### src/fastq_stream_statistics_core_macros.svh
// ----------------------------------------------------------------------------
// fastq_stream_statistics_core_macros.svh
// Assertion macros for the FASTQ statistics core. Defining SYNTH empties them.
// ----------------------------------------------------------------------------
`ifndef FASTQ_STREAM_STATISTICS_CORE_MACROS_SVH
`define FASTQ_STREAM_STATISTICS_CORE_MACROS_SVH

`ifndef SYNTH

// same-cycle implication under reset
`define FQS_ASSERT_NOW(label, clk, rst_n, ante, cons) \
    label: assert property (@(posedge clk) disable iff (!rst_n) (ante) |-> (cons)) \
        else $error("fqs assertion failed");

// next-cycle implication under reset
`define FQS_ASSERT_NEXT(label, clk, rst_n, ante, cons) \
    label: assert property (@(posedge clk) disable iff (!rst_n) (ante) |=> (cons)) \
        else $error("fqs assertion failed");

`else

`define FQS_ASSERT_NOW(label, clk, rst_n, ante, cons)

`define FQS_ASSERT_NEXT(label, clk, rst_n, ante, cons)

`endif

`endif

### src/fqs_pkg.sv
// ----------------------------------------------------------------------------
// fqs_pkg
// Types, codes and constants shared by the FASTQ statistics core.
// ----------------------------------------------------------------------------
package fqs_pkg;

    // input word actions
    typedef enum logic [1:0] {
        ACT_DATA   = 2'd0,
        ACT_EOF    = 2'd1,
        ACT_REPORT = 2'd2
    } action_t;

    // record line phase
    typedef enum logic [1:0] {
        PH_HEADER   = 2'd0,
        PH_SEQUENCE = 2'd1,
        PH_PLUS     = 2'd2,
        PH_QUALITY  = 2'd3
    } phase_t;

    // configuration register indexes
    localparam logic [1:0] REG_QUALITY_OFFSET = 2'd0;
    localparam logic [1:0] REG_LOW_MARK       = 2'd1;
    localparam logic [1:0] REG_HIGH_MARK      = 2'd2;

    localparam int CFG_INDEX_BITS = 2;
    localparam int CFG_DATA_BITS  = 9;

    // configuration reset values
    localparam logic [7:0] QUALITY_OFFSET_RST = 8'd33;
    localparam logic [8:0] LOW_MARK_RST       = 9'd20;
    localparam logic [8:0] HIGH_MARK_RST      = 9'd30;

    // stream characters
    localparam logic [7:0] CHAR_NEWLINE = 8'd10;
    localparam logic [7:0] CHAR_A       = 8'h41;
    localparam logic [7:0] CHAR_C       = 8'h43;
    localparam logic [7:0] CHAR_G       = 8'h47;
    localparam logic [7:0] CHAR_T       = 8'h54;

    // counter slots
    localparam int CNT_BASE      = 0;
    localparam int CNT_READ      = 1;
    localparam int CNT_A         = 2;
    localparam int CNT_C         = 3;
    localparam int CNT_G         = 4;
    localparam int CNT_T         = 5;
    localparam int CNT_LOW       = 6;
    localparam int CNT_HIGH      = 7;
    localparam int CNT_QUAL      = 8;
    localparam int CNT_SEQ_LINE  = 9;
    localparam int NUM_COUNTERS  = 10;

    localparam int OUT_BITS         = 48;
    localparam int MAX_COUNTER_BITS = 64;

    // report view of a counter, zero-extended to the widest counter first
    function automatic logic [OUT_BITS-1:0] out_view(logic [MAX_COUNTER_BITS-1:0] v);
        return v[OUT_BITS-1:0];
    endfunction

endpackage

### src/fqs_sat_counter.sv
// ----------------------------------------------------------------------------
// fqs_sat_counter
// Saturating up counter: adds one per enabled cycle, holds at all ones.
// ----------------------------------------------------------------------------
`include "fastq_stream_statistics_core_macros.svh"

module fqs_sat_counter #(
    parameter int WIDTH = 48
) (
    input  logic             clk,
    input  logic             rst_n,
    input  logic             inc,
    output logic [WIDTH-1:0] count
);

    logic [WIDTH-1:0] count_reg;
    logic [WIDTH-1:0] count_next;
    logic             at_max;

    // increment unless already full
    assign at_max = (count_reg == {WIDTH{1'b1}});

    always_comb
    begin
        count_next = count_reg;
        if (inc && !at_max)
        begin
            count_next = count_reg + WIDTH'(1);
        end
    end

    always_ff @(posedge clk or negedge rst_n)
    begin
        if (!rst_n)
        begin
            count_reg <= '0;
        end
        else
        begin
            count_reg <= count_next;
        end
    end

    assign count = count_reg;

    // a full counter never wraps
    `FQS_ASSERT_NEXT(a_sat_hold, clk, rst_n, at_max, count_reg == {WIDTH{1'b1}})
    // an idle counter keeps its value
    `FQS_ASSERT_NEXT(a_idle_hold, clk, rst_n, !inc, $stable(count_reg))
    // an enabled counter below full steps by one
    `FQS_ASSERT_NEXT(a_inc_step, clk, rst_n, inc && !at_max, count_reg == $past(count_reg) + WIDTH'(1))

endmodule

### src/fastq_stream_statistics_core.sv
// ----------------------------------------------------------------------------
// fastq_stream_statistics_core
// FASTQ text statistics: base, nucleotide, quality and line totals over a
// byte stream, reported on demand.
// ----------------------------------------------------------------------------
//  channel | direction | handshake           | payload
//  --------+-----------+---------------------+------------------------------
//  in      | sink      | in_valid / in_stall | action, text_byte
//  out     | source    | out_valid/out_stall | ten 48-bit totals
//  cfg     | sink      | cfg_write           | cfg_index, cfg_data
//
//  One word per cycle while in_stall is low; a word is latched, then applied to
//  the counters in the next cycle; a report goes on to the output register.
//  Reset clears all counters, the line phase, and loads default thresholds.
//  in_stall rises only while a report word waits on a full, stalled output
//  register; data and end-of-file words always drain.
// ----------------------------------------------------------------------------
`include "fastq_stream_statistics_core_macros.svh"

module fastq_stream_statistics_core #(
    parameter int COUNTER_BITS = 48
) (
    input  logic                                clk,
    input  logic                                rst_n,
    // input stream
    input  logic                                in_valid,
    output logic                                in_stall,
    input  logic [1:0]                          action,
    input  logic [7:0]                          text_byte,
    // report stream
    output logic                                out_valid,
    input  logic                                out_stall,
    output logic [fqs_pkg::OUT_BITS-1:0]        base_total,
    output logic [fqs_pkg::OUT_BITS-1:0]        read_total,
    output logic [fqs_pkg::OUT_BITS-1:0]        adenine_total,
    output logic [fqs_pkg::OUT_BITS-1:0]        cytosine_total,
    output logic [fqs_pkg::OUT_BITS-1:0]        guanine_total,
    output logic [fqs_pkg::OUT_BITS-1:0]        thymine_total,
    output logic [fqs_pkg::OUT_BITS-1:0]        low_mark_total,
    output logic [fqs_pkg::OUT_BITS-1:0]        high_mark_total,
    output logic [fqs_pkg::OUT_BITS-1:0]        quality_byte_total,
    output logic [fqs_pkg::OUT_BITS-1:0]        sequence_line_total,
    // configuration
    input  logic                                cfg_write,
    input  logic [fqs_pkg::CFG_INDEX_BITS-1:0]  cfg_index,
    input  logic [fqs_pkg::CFG_DATA_BITS-1:0]   cfg_data
);

    localparam int NC = fqs_pkg::NUM_COUNTERS;

    // configuration registers
    logic [7:0] quality_offset_reg;
    logic [8:0] low_mark_reg;
    logic [8:0] high_mark_reg;

    // input stage
    logic       s1_valid_reg;
    logic       s1_valid_next;
    logic [1:0] action_reg;
    logic [7:0] byte_reg;

    // line tracking
    fqs_pkg::phase_t phase_reg;
    fqs_pkg::phase_t phase_next;
    logic            line_open_reg;
    logic            line_open_next;

    // handshake
    logic in_accept;
    logic s1_report;
    logic s1_block;
    logic s1_go;
    logic out_load;
    logic out_valid_reg;
    logic out_valid_next;

    // counters
    logic [NC-1:0]           inc;
    logic [COUNTER_BITS-1:0] cnt [NC];
    logic [fqs_pkg::OUT_BITS-1:0] out_reg [NC];

    // quality score compare
    logic signed [9:0] score;
    logic signed [9:0] low_mark_ext;
    logic signed [9:0] high_mark_ext;
    logic              is_newline;
    logic              end_line;

    // configuration writes
    always_ff @(posedge clk or negedge rst_n)
    begin
        if (!rst_n)
        begin
            quality_offset_reg <= fqs_pkg::QUALITY_OFFSET_RST;
            low_mark_reg       <= fqs_pkg::LOW_MARK_RST;
            high_mark_reg      <= fqs_pkg::HIGH_MARK_RST;
        end
        else if (cfg_write)
        begin
            case (cfg_index)
                fqs_pkg::REG_QUALITY_OFFSET: quality_offset_reg <= cfg_data[7:0];
                fqs_pkg::REG_LOW_MARK:       low_mark_reg       <= cfg_data;
                fqs_pkg::REG_HIGH_MARK:      high_mark_reg      <= cfg_data;
                default:                     ;
            endcase
        end
    end

    // handshake: only a report can wait, on a full stalled output
    assign s1_report = (action_reg == fqs_pkg::ACT_REPORT);
    assign s1_block  = s1_report && out_valid_reg && out_stall;
    assign in_stall  = s1_valid_reg && s1_block;
    assign in_accept = in_valid && !in_stall;
    assign s1_go     = s1_valid_reg && !s1_block;
    assign out_load  = s1_go && s1_report;

    always_comb
    begin
        s1_valid_next = s1_valid_reg;
        if (in_accept)
        begin
            s1_valid_next = 1'b1;
        end
        else if (s1_go)
        begin
            s1_valid_next = 1'b0;
        end
    end

    always_ff @(posedge clk or negedge rst_n)
    begin
        if (!rst_n)
        begin
            s1_valid_reg <= 1'b0;
        end
        else
        begin
            s1_valid_reg <= s1_valid_next;
        end
    end

    // input word payload
    always_ff @(posedge clk)
    begin
        if (in_accept)
        begin
            action_reg <= action;
            byte_reg   <= text_byte;
        end
    end

    // quality score against sign-extended marks
    assign score         = $signed({2'b00, byte_reg}) - $signed({2'b00, quality_offset_reg});
    assign low_mark_ext  = $signed({low_mark_reg[8], low_mark_reg});
    assign high_mark_ext = $signed({high_mark_reg[8], high_mark_reg});
    assign is_newline    = (byte_reg == fqs_pkg::CHAR_NEWLINE);

    // word decode: counter enables and line phase
    always_comb
    begin
        inc            = '0;
        phase_next     = phase_reg;
        line_open_next = line_open_reg;
        end_line       = 1'b0;
        if (s1_go)
        begin
            case (action_reg)
                fqs_pkg::ACT_DATA:
                begin
                    if (is_newline)
                    begin
                        end_line       = 1'b1;
                        phase_next     = fqs_pkg::phase_t'(phase_reg + 2'd1);
                        line_open_next = 1'b0;
                    end
                    else
                    begin
                        line_open_next = 1'b1;
                        if (phase_reg == fqs_pkg::PH_SEQUENCE)
                        begin
                            inc[fqs_pkg::CNT_BASE] = 1'b1;
                            inc[fqs_pkg::CNT_A]    = (byte_reg == fqs_pkg::CHAR_A);
                            inc[fqs_pkg::CNT_C]    = (byte_reg == fqs_pkg::CHAR_C);
                            inc[fqs_pkg::CNT_G]    = (byte_reg == fqs_pkg::CHAR_G);
                            inc[fqs_pkg::CNT_T]    = (byte_reg == fqs_pkg::CHAR_T);
                        end
                        else if (phase_reg == fqs_pkg::PH_QUALITY)
                        begin
                            inc[fqs_pkg::CNT_QUAL] = 1'b1;
                            inc[fqs_pkg::CNT_LOW]  = (score >= low_mark_ext);
                            inc[fqs_pkg::CNT_HIGH] = (score >= high_mark_ext);
                        end
                    end
                end
                fqs_pkg::ACT_EOF:
                begin
                    end_line       = line_open_reg;
                    phase_next     = fqs_pkg::PH_HEADER;
                    line_open_next = 1'b0;
                end
                default:
                begin
                end
            endcase
        end
        // line totals count when a line closes
        inc[fqs_pkg::CNT_SEQ_LINE] = end_line && (phase_reg == fqs_pkg::PH_SEQUENCE);
        inc[fqs_pkg::CNT_READ]     = end_line && (phase_reg == fqs_pkg::PH_QUALITY);
    end

    always_ff @(posedge clk or negedge rst_n)
    begin
        if (!rst_n)
        begin
            phase_reg     <= fqs_pkg::PH_HEADER;
            line_open_reg <= 1'b0;
        end
        else
        begin
            phase_reg     <= phase_next;
            line_open_reg <= line_open_next;
        end
    end

    // saturating counters
    for (genvar i = 0; i < NC; i++)
    begin : g_cnt
        fqs_sat_counter #(
            .WIDTH (COUNTER_BITS)
        ) u_cnt (
            .clk   (clk),
            .rst_n (rst_n),
            .inc   (inc[i]),
            .count (cnt[i])
        );
    end

    // output register
    always_comb
    begin
        out_valid_next = out_valid_reg;
        if (out_load)
        begin
            out_valid_next = 1'b1;
        end
        else if (out_valid_reg && !out_stall)
        begin
            out_valid_next = 1'b0;
        end
    end

    always_ff @(posedge clk or negedge rst_n)
    begin
        if (!rst_n)
        begin
            out_valid_reg <= 1'b0;
        end
        else
        begin
            out_valid_reg <= out_valid_next;
        end
    end

    // snapshot of all totals for a report word
    always_ff @(posedge clk)
    begin
        if (out_load)
        begin
            for (int k = 0; k < NC; k++)
            begin
                out_reg[k] <= fqs_pkg::out_view(fqs_pkg::MAX_COUNTER_BITS'(cnt[k]));
            end
        end
    end

    assign out_valid           = out_valid_reg;
    assign base_total          = out_reg[fqs_pkg::CNT_BASE];
    assign read_total          = out_reg[fqs_pkg::CNT_READ];
    assign adenine_total       = out_reg[fqs_pkg::CNT_A];
    assign cytosine_total      = out_reg[fqs_pkg::CNT_C];
    assign guanine_total       = out_reg[fqs_pkg::CNT_G];
    assign thymine_total       = out_reg[fqs_pkg::CNT_T];
    assign low_mark_total      = out_reg[fqs_pkg::CNT_LOW];
    assign high_mark_total     = out_reg[fqs_pkg::CNT_HIGH];
    assign quality_byte_total  = out_reg[fqs_pkg::CNT_QUAL];
    assign sequence_line_total = out_reg[fqs_pkg::CNT_SEQ_LINE];

    // only a held report word can stall the input
    `FQS_ASSERT_NOW(a_stall_report, clk, rst_n, in_stall, s1_valid_reg && s1_report)
    // end of file always returns to the header line with no open line
    `FQS_ASSERT_NEXT(a_eof_reset, clk, rst_n, s1_go && (action_reg == fqs_pkg::ACT_EOF), (phase_reg == fqs_pkg::PH_HEADER) && !line_open_reg)
    // a report word always produces a pending result
    `FQS_ASSERT_NEXT(a_report_out, clk, rst_n, out_load, out_valid_reg)
    // line totals never move outside a line close
    `FQS_ASSERT_NOW(a_line_close, clk, rst_n, inc[fqs_pkg::CNT_SEQ_LINE] || inc[fqs_pkg::CNT_READ], end_line && s1_go)

endmodule
### config.mk
export PLATFORM = sky130hd
export DESIGN_NAME = fastq_stream_statistics_core
export DESIGN_NICKNAME = d
export VERILOG_FILES = /design/src/fqs_pkg.sv /design/src/fqs_sat_counter.sv /design/src/fastq_stream_statistics_core.sv
export VERILOG_INCLUDE_DIRS = /design/src /design/src/src
export SDC_FILE = /design/constraint.sdc
export NUM_CORES = 1
export LEC_CHECK = 0
export BUFFER_PORTS_ARGS = -buffer_cell sky130_fd_sc_hd__buf_2
export CAP_MARGIN = 10
export CORE_ASPECT_RATIO = 1.75
export CORE_MARGIN = 2
export CORE_UTILIZATION = 35
export DETAILED_ROUTE_END_ITERATION = 10
export GPL_TIMING_DRIVEN = 0
export PLACE_DENSITY = 0.63
export SETUP_SLACK_MARGIN = 0.3
export SLEW_MARGIN = 30
export SYNTH_ARGS = -nofsm -noshare
export SYNTH_HDL_FRONTEND = slang
export SYNTH_SLANG_ARGS = --single-unit
### constraint.sdc
create_clock -name clk -period 28.5 [get_ports clk]
set_input_delay 4.275 -clock clk [delete_from_list [all_inputs] [get_ports clk]]
set_output_delay 4.275 -clock clk [all_outputs]
set_load 0.03 [all_outputs]
After elaboration in Yosys (flattened, before gate mapping). Memory sizes are Yosys's and may differ from the RTL's. Cells that the tools add are included.

Reductions and logical operators: 42. Multiplexer cells: 23. Order comparisons: 2. Add/subtract/negate cells: 12. Eq/ne operators: 22.

Operator list (count): 48-bit by 1-bit adder with 48-bit output, second input constant (10); 48-bit == test, second input constant (10); 8-bit by 7-bit == test with 1-bit output, second input constant (4); 7-bit two-way mux (3); 1-bit logical AND (19); 9-bit greater-or-equal comparator (2); 1-bit logical NOT (13); 1-bit two-way mux (13); 8-bit by 8-bit subtractor with 9-bit output (1); 8-bit by 4-bit == test with 1-bit output, second input constant (1); 2-bit AND reduction (4); 2-bit by 1-bit == test with 1-bit output, second input constant (3); 2-bit == test, second input constant (3); 3-bit two-way mux (2); 2-bit nonzero test (3); 2-bit logical NOT (2); 4-bit two-way mux (1); 1-bit one-hot mux with 2 select lines (2); 2-bit one-hot mux with 2 select lines (1); 3-bit AND reduction (1); 2-bit by 1-bit adder with 2-bit output, second input constant (1); 2-bit two-way mux (1); 2-bit != test, second input constant (1).

Register bits after elaboration: 521. Output and inout bits: 482. Bits of input ports: 26. Memories: 1. Bits in writable memories: 480.

Memory list: out_reg (words 10, bits a word 48, rd ports 10, clocked after Yosys merged registers in 0, write ports 10, RTL line fastq_stream_statistics_core.sv:80) `logic [fqs_pkg::OUT_BITS-1:0] out_reg [NC];`.

Depth between registers and ports, before layout.
Depth after elaboration: 8. Depth in mapped cells: 19. Gate-level depth less buffers: 17.

By module. A second synthesis with hierarchy kept.

Cells, all modules: 3030. Area total of the unflattened synthesis: 41098.2 sq um.

By module, submodules not included: fqs_sat_counter (area each 2422.3 sq um, seq. area each 1201.2 sq um, times used 10, cells each 232); fastq_stream_statistics_core (area each 16874.9 sq um, seq. area each 15499.9 sq um, times used 1, cells each 710).

Least setup slack after synthesis. No wires, ideal clock.

Path type: in2reg. From: input out_stall. To: memory out_reg[0][0] in the netlist's numbering, enable pin. Cell stages on the path: 1. Data required time: 27.016 ns. Path buffers: 0. Path slack: -0.226 ns. Data arrival time: 27.241 ns. Library setup time: 1.484 ns. Path through: a21oi_1.

RTL lines: from (decl) (RTL line fastq_stream_statistics_core.sv:32) `input logic out_stall,`; to (decl) (RTL line fastq_stream_statistics_core.sv:80).

Final worst setup path.
From: input out_stall. To: output in_stall.

Longest elaborated chain between the ends: 2.

Ends and longest elaborated chain: 1-bit logical AND (RTL line fastq_stream_statistics_core.sv:111) `assign s1_block = s1_report && out_valid_reg && out_stall;`; 1-bit logical AND (RTL line fastq_stream_statistics_core.sv:112) `assign in_stall = s1_valid_reg && s1_block;`; to (decl) (RTL line fastq_stream_statistics_core.sv:27) `output logic in_stall,`.

Every way passes these cells.

==> flow_summary.toml <==
[timing]
min_period_ns = 9.349
skew_ns = 0.02328
period_share_pct = 32.80
hold_viol = 0
finalSetupViolCount = 0
setup_ws_ns = 19.15
maxSlewViolCount = 0
fmax_ghz = 0.1070
setup_tns_ns = 0
slew_headroom_pct = 30.86
grt_setup_unrepaired = "false"
tightest_slew_ns = 1.035

[yosys]
synthCells = 2750
async_flop_share_pct = 51.05
synth-main-ff-cell = "dfrtp_1"
synth_area_mm2 = 0.03909
synth_top_cell_by_area = "edfxtp_1"
ys_ff_latch = 1001
ys.warnings.count = 0
ys_types = 78
yosysTopAreaCellShare_pct = 37.64
yosys-top-cells-area = "edfxtp_1 38%, dfrtp_1 32%, xnor2_1 7.6%"
postSynthAreaPerCell_um2 = 14.21
ys_seq_area_share_pct = 70.38
synth_fp_nets = 2815
synth_edf_count = 490

[setup_path]
crit_type = "input pin to primary output"
critPathLaunchType = "input pin"
path_max_fanout = 3
path_delay_family = "simple AND/OR/NAND/NOR gates"
required_ns = 24.23
end_kind = "primary output"
path_cells = "buf_2, nand2_1, nor2_1, buf_2"
crit_slowest_cell = "nor2_1"
path_buf_inv = 2
cp_slowest_stage_delay_ns = 0.33
cpMostUsedCell = "buf_2"
arrival_ns = 5.07

[floorplan]
io_pins = 508
die_w_um = 256.6
die_y_um = 446.1
dieArea_mm2 = 0.1145
core.rowCount = 162
coreArea_mm2 = 0.1111
start_util_pct = 35.19

[finish]
final_common_cell = "buf_2"
fin_nets = 3454
multiInputGateArea_mm2 = 0.01118
areaGrowthSynthToFinish_pct = 21.10
mostFrequentLayoutCells = "516 x buf_2, 503 x dfrtp_1, 490 x edfxtp_1"
drive_above_1_share_pct = 22.40
nFillCells = 10290
finish.utilization_pct = 42.62
regArea_mm2 = 0.02751

[power_and_ir_drop]
power.static_leakage_nw = 18.63
intPower_w = 0.002321
switching_share_pct = 23.57
p_sw_w = 0.0007158
power.density_mw_per_mm2 = 64.16
seqPwrFrac_pct = 52.2
peakVddDrop_mv = 0.06417
p_clk_share_pct = 41.3
p_comb_share_pct = 6.6

[place]
port_buffers = 507
place_hpwl_um = 67310
place_congestion = 0.8336
pre_cts_slack_ns = 19.13

[routing]
initialDrtViolationCount = 1212
avgRoutedWirePerCell_um = 18.59
via_per_inst = 4.828
first_pass_iters = 5
drc = 0
ant_nets = 0
vias = 23880
drt-total-wl_um = 91960

[clock_network]
cts_hold_buf = 0
path_clk_slew_ns = 0.06
cts_tree = "done"
root_buffer = "clkbuf_16"
post_cts_buffers = 0
cts_buffers = 94
clock_path_buffers = 3
cts_resized = 0
htree_levels = 3
clock_latency_ns = 0.69
cts.sinks = 1001

[global_routing]
grt_max_degree = 81
track_usage_pct = 15.91
antenna_found_initial = 6
globalRouteOverflowTotal = 0
grt_pass1_wl_um = 141200
grt_pass1_vias = 24190

[run_status]
status = "completed"

[job]
maxCapViolCount = 0

[hold_path]
hold_path_class = "flop to flop"
[logic make-up after synthesis]
kind of cell,after synthesis,share of synthesized area [%]
mux,31,0.8899
xor+xnor,472,10.58
compound gates,70,1.476
flops,1001,70.38
buf+inv,109,1.095
fa+ha+maj,39,1.268
simple gates,1028,14.31
[metrics by stage]
step	std cells	hold slack, ns	total power [W]	instance area [µm²]
2_1_floorplan	2750	0.4249	0.001739	39090
3_3_place_gp	4733	0.4372	0.001822	43480
3_5_place_dp	4769	0.4400	0.001816	44290
4_1_cts	4945	0.4567	0.003086	47330
5_1_grt	4945	0.4626	0.003151	47330
6_report	4946	0.4518	0.003037	47340
[routing by layer]
layer | vias up | GRT usage [%] | share of wire (%)
li1 | 11180 | - | -
met1 | 11890 | 18.51 | 40
met2 | 624 | 27.10 | 50
met3 | 173 | 3.978 | 6.1
met4 | 8 | 8.306 | 4.6
met5 | - | 0 | 0.039
[power groups by stage]
stage	Sequential (W)	Combinational [W]	Clock (W)
after floorplan	0.00168	0.0000642	0
after global routing	0.00159	0.000219	0.00134
final	0.00158	0.000199	0.00125
after detailed placement	0.00161	0.000203	0
after global placement	0.00163	0.000188	0
after CTS	0.00158	0.000204	0.00130
[area by class of cell]
cell class	count	share of cell area [%]
timing repair buffer	543	7.031
antenna	1	0.005286
clock buffer	123	5.329
clock inverter	53	1.102
buffer	33	0.3013
sequential	1001	58.12
tap	1476	3.901
inverter	76	0.6026
multi-input combinational	1640	23.61
[synthesized netlist by cell type (3+ instances only)]
library cell / number
nand2b_1: 5
dfstp_2: 8
nand2_1: 224
nor3b_1: 4
xnor2_1: 338
inv_1: 76
edfxtp_1: 490
ha_1: 38
nor4_4: 5
or3_1: 7
nor2_1: 131
a21o_1: 5
and3b_1: 3
dfrtp_1: 503
and3_1: 86
a31oi_1: 6
o21ai_0: 12
xor2_1: 134
nor4b_1: 4
nand4_1: 140
o211ai_1: 5
or4_1: 6
and4_1: 44
a21oi_1: 14
nor4_1: 26
mux2_2: 30
nor4_2: 5
nor3_2: 6
buf_2: 9
or4_4: 3
clkbuf_1: 23
and2_1: 19
nor2b_1: 15
nand3_1: 213
nor3_1: 56
or2_2: 5
[final timing paths]
kind,start,to,slack [ns],cells past startpoint
min in group asynchronous,rst_n,g_cnt[5].u_cnt.count[34],3.51,1
hold reg to reg,g_cnt[2].u_cnt.count[6],out_reg[2][6],0.45,0
setup reg to reg,byte_reg[0],g_cnt[7].u_cnt.count[39],23.89,19
max in group asynchronous,rst_n,g_cnt[7].u_cnt.count[44],23.19,5
hold / removal,g_cnt[2].u_cnt.count[6],out_reg[2][6],0.45,0
setup / recovery,out_stall,in_stall,19.15,4
Power figures use the tool's default switching activity.
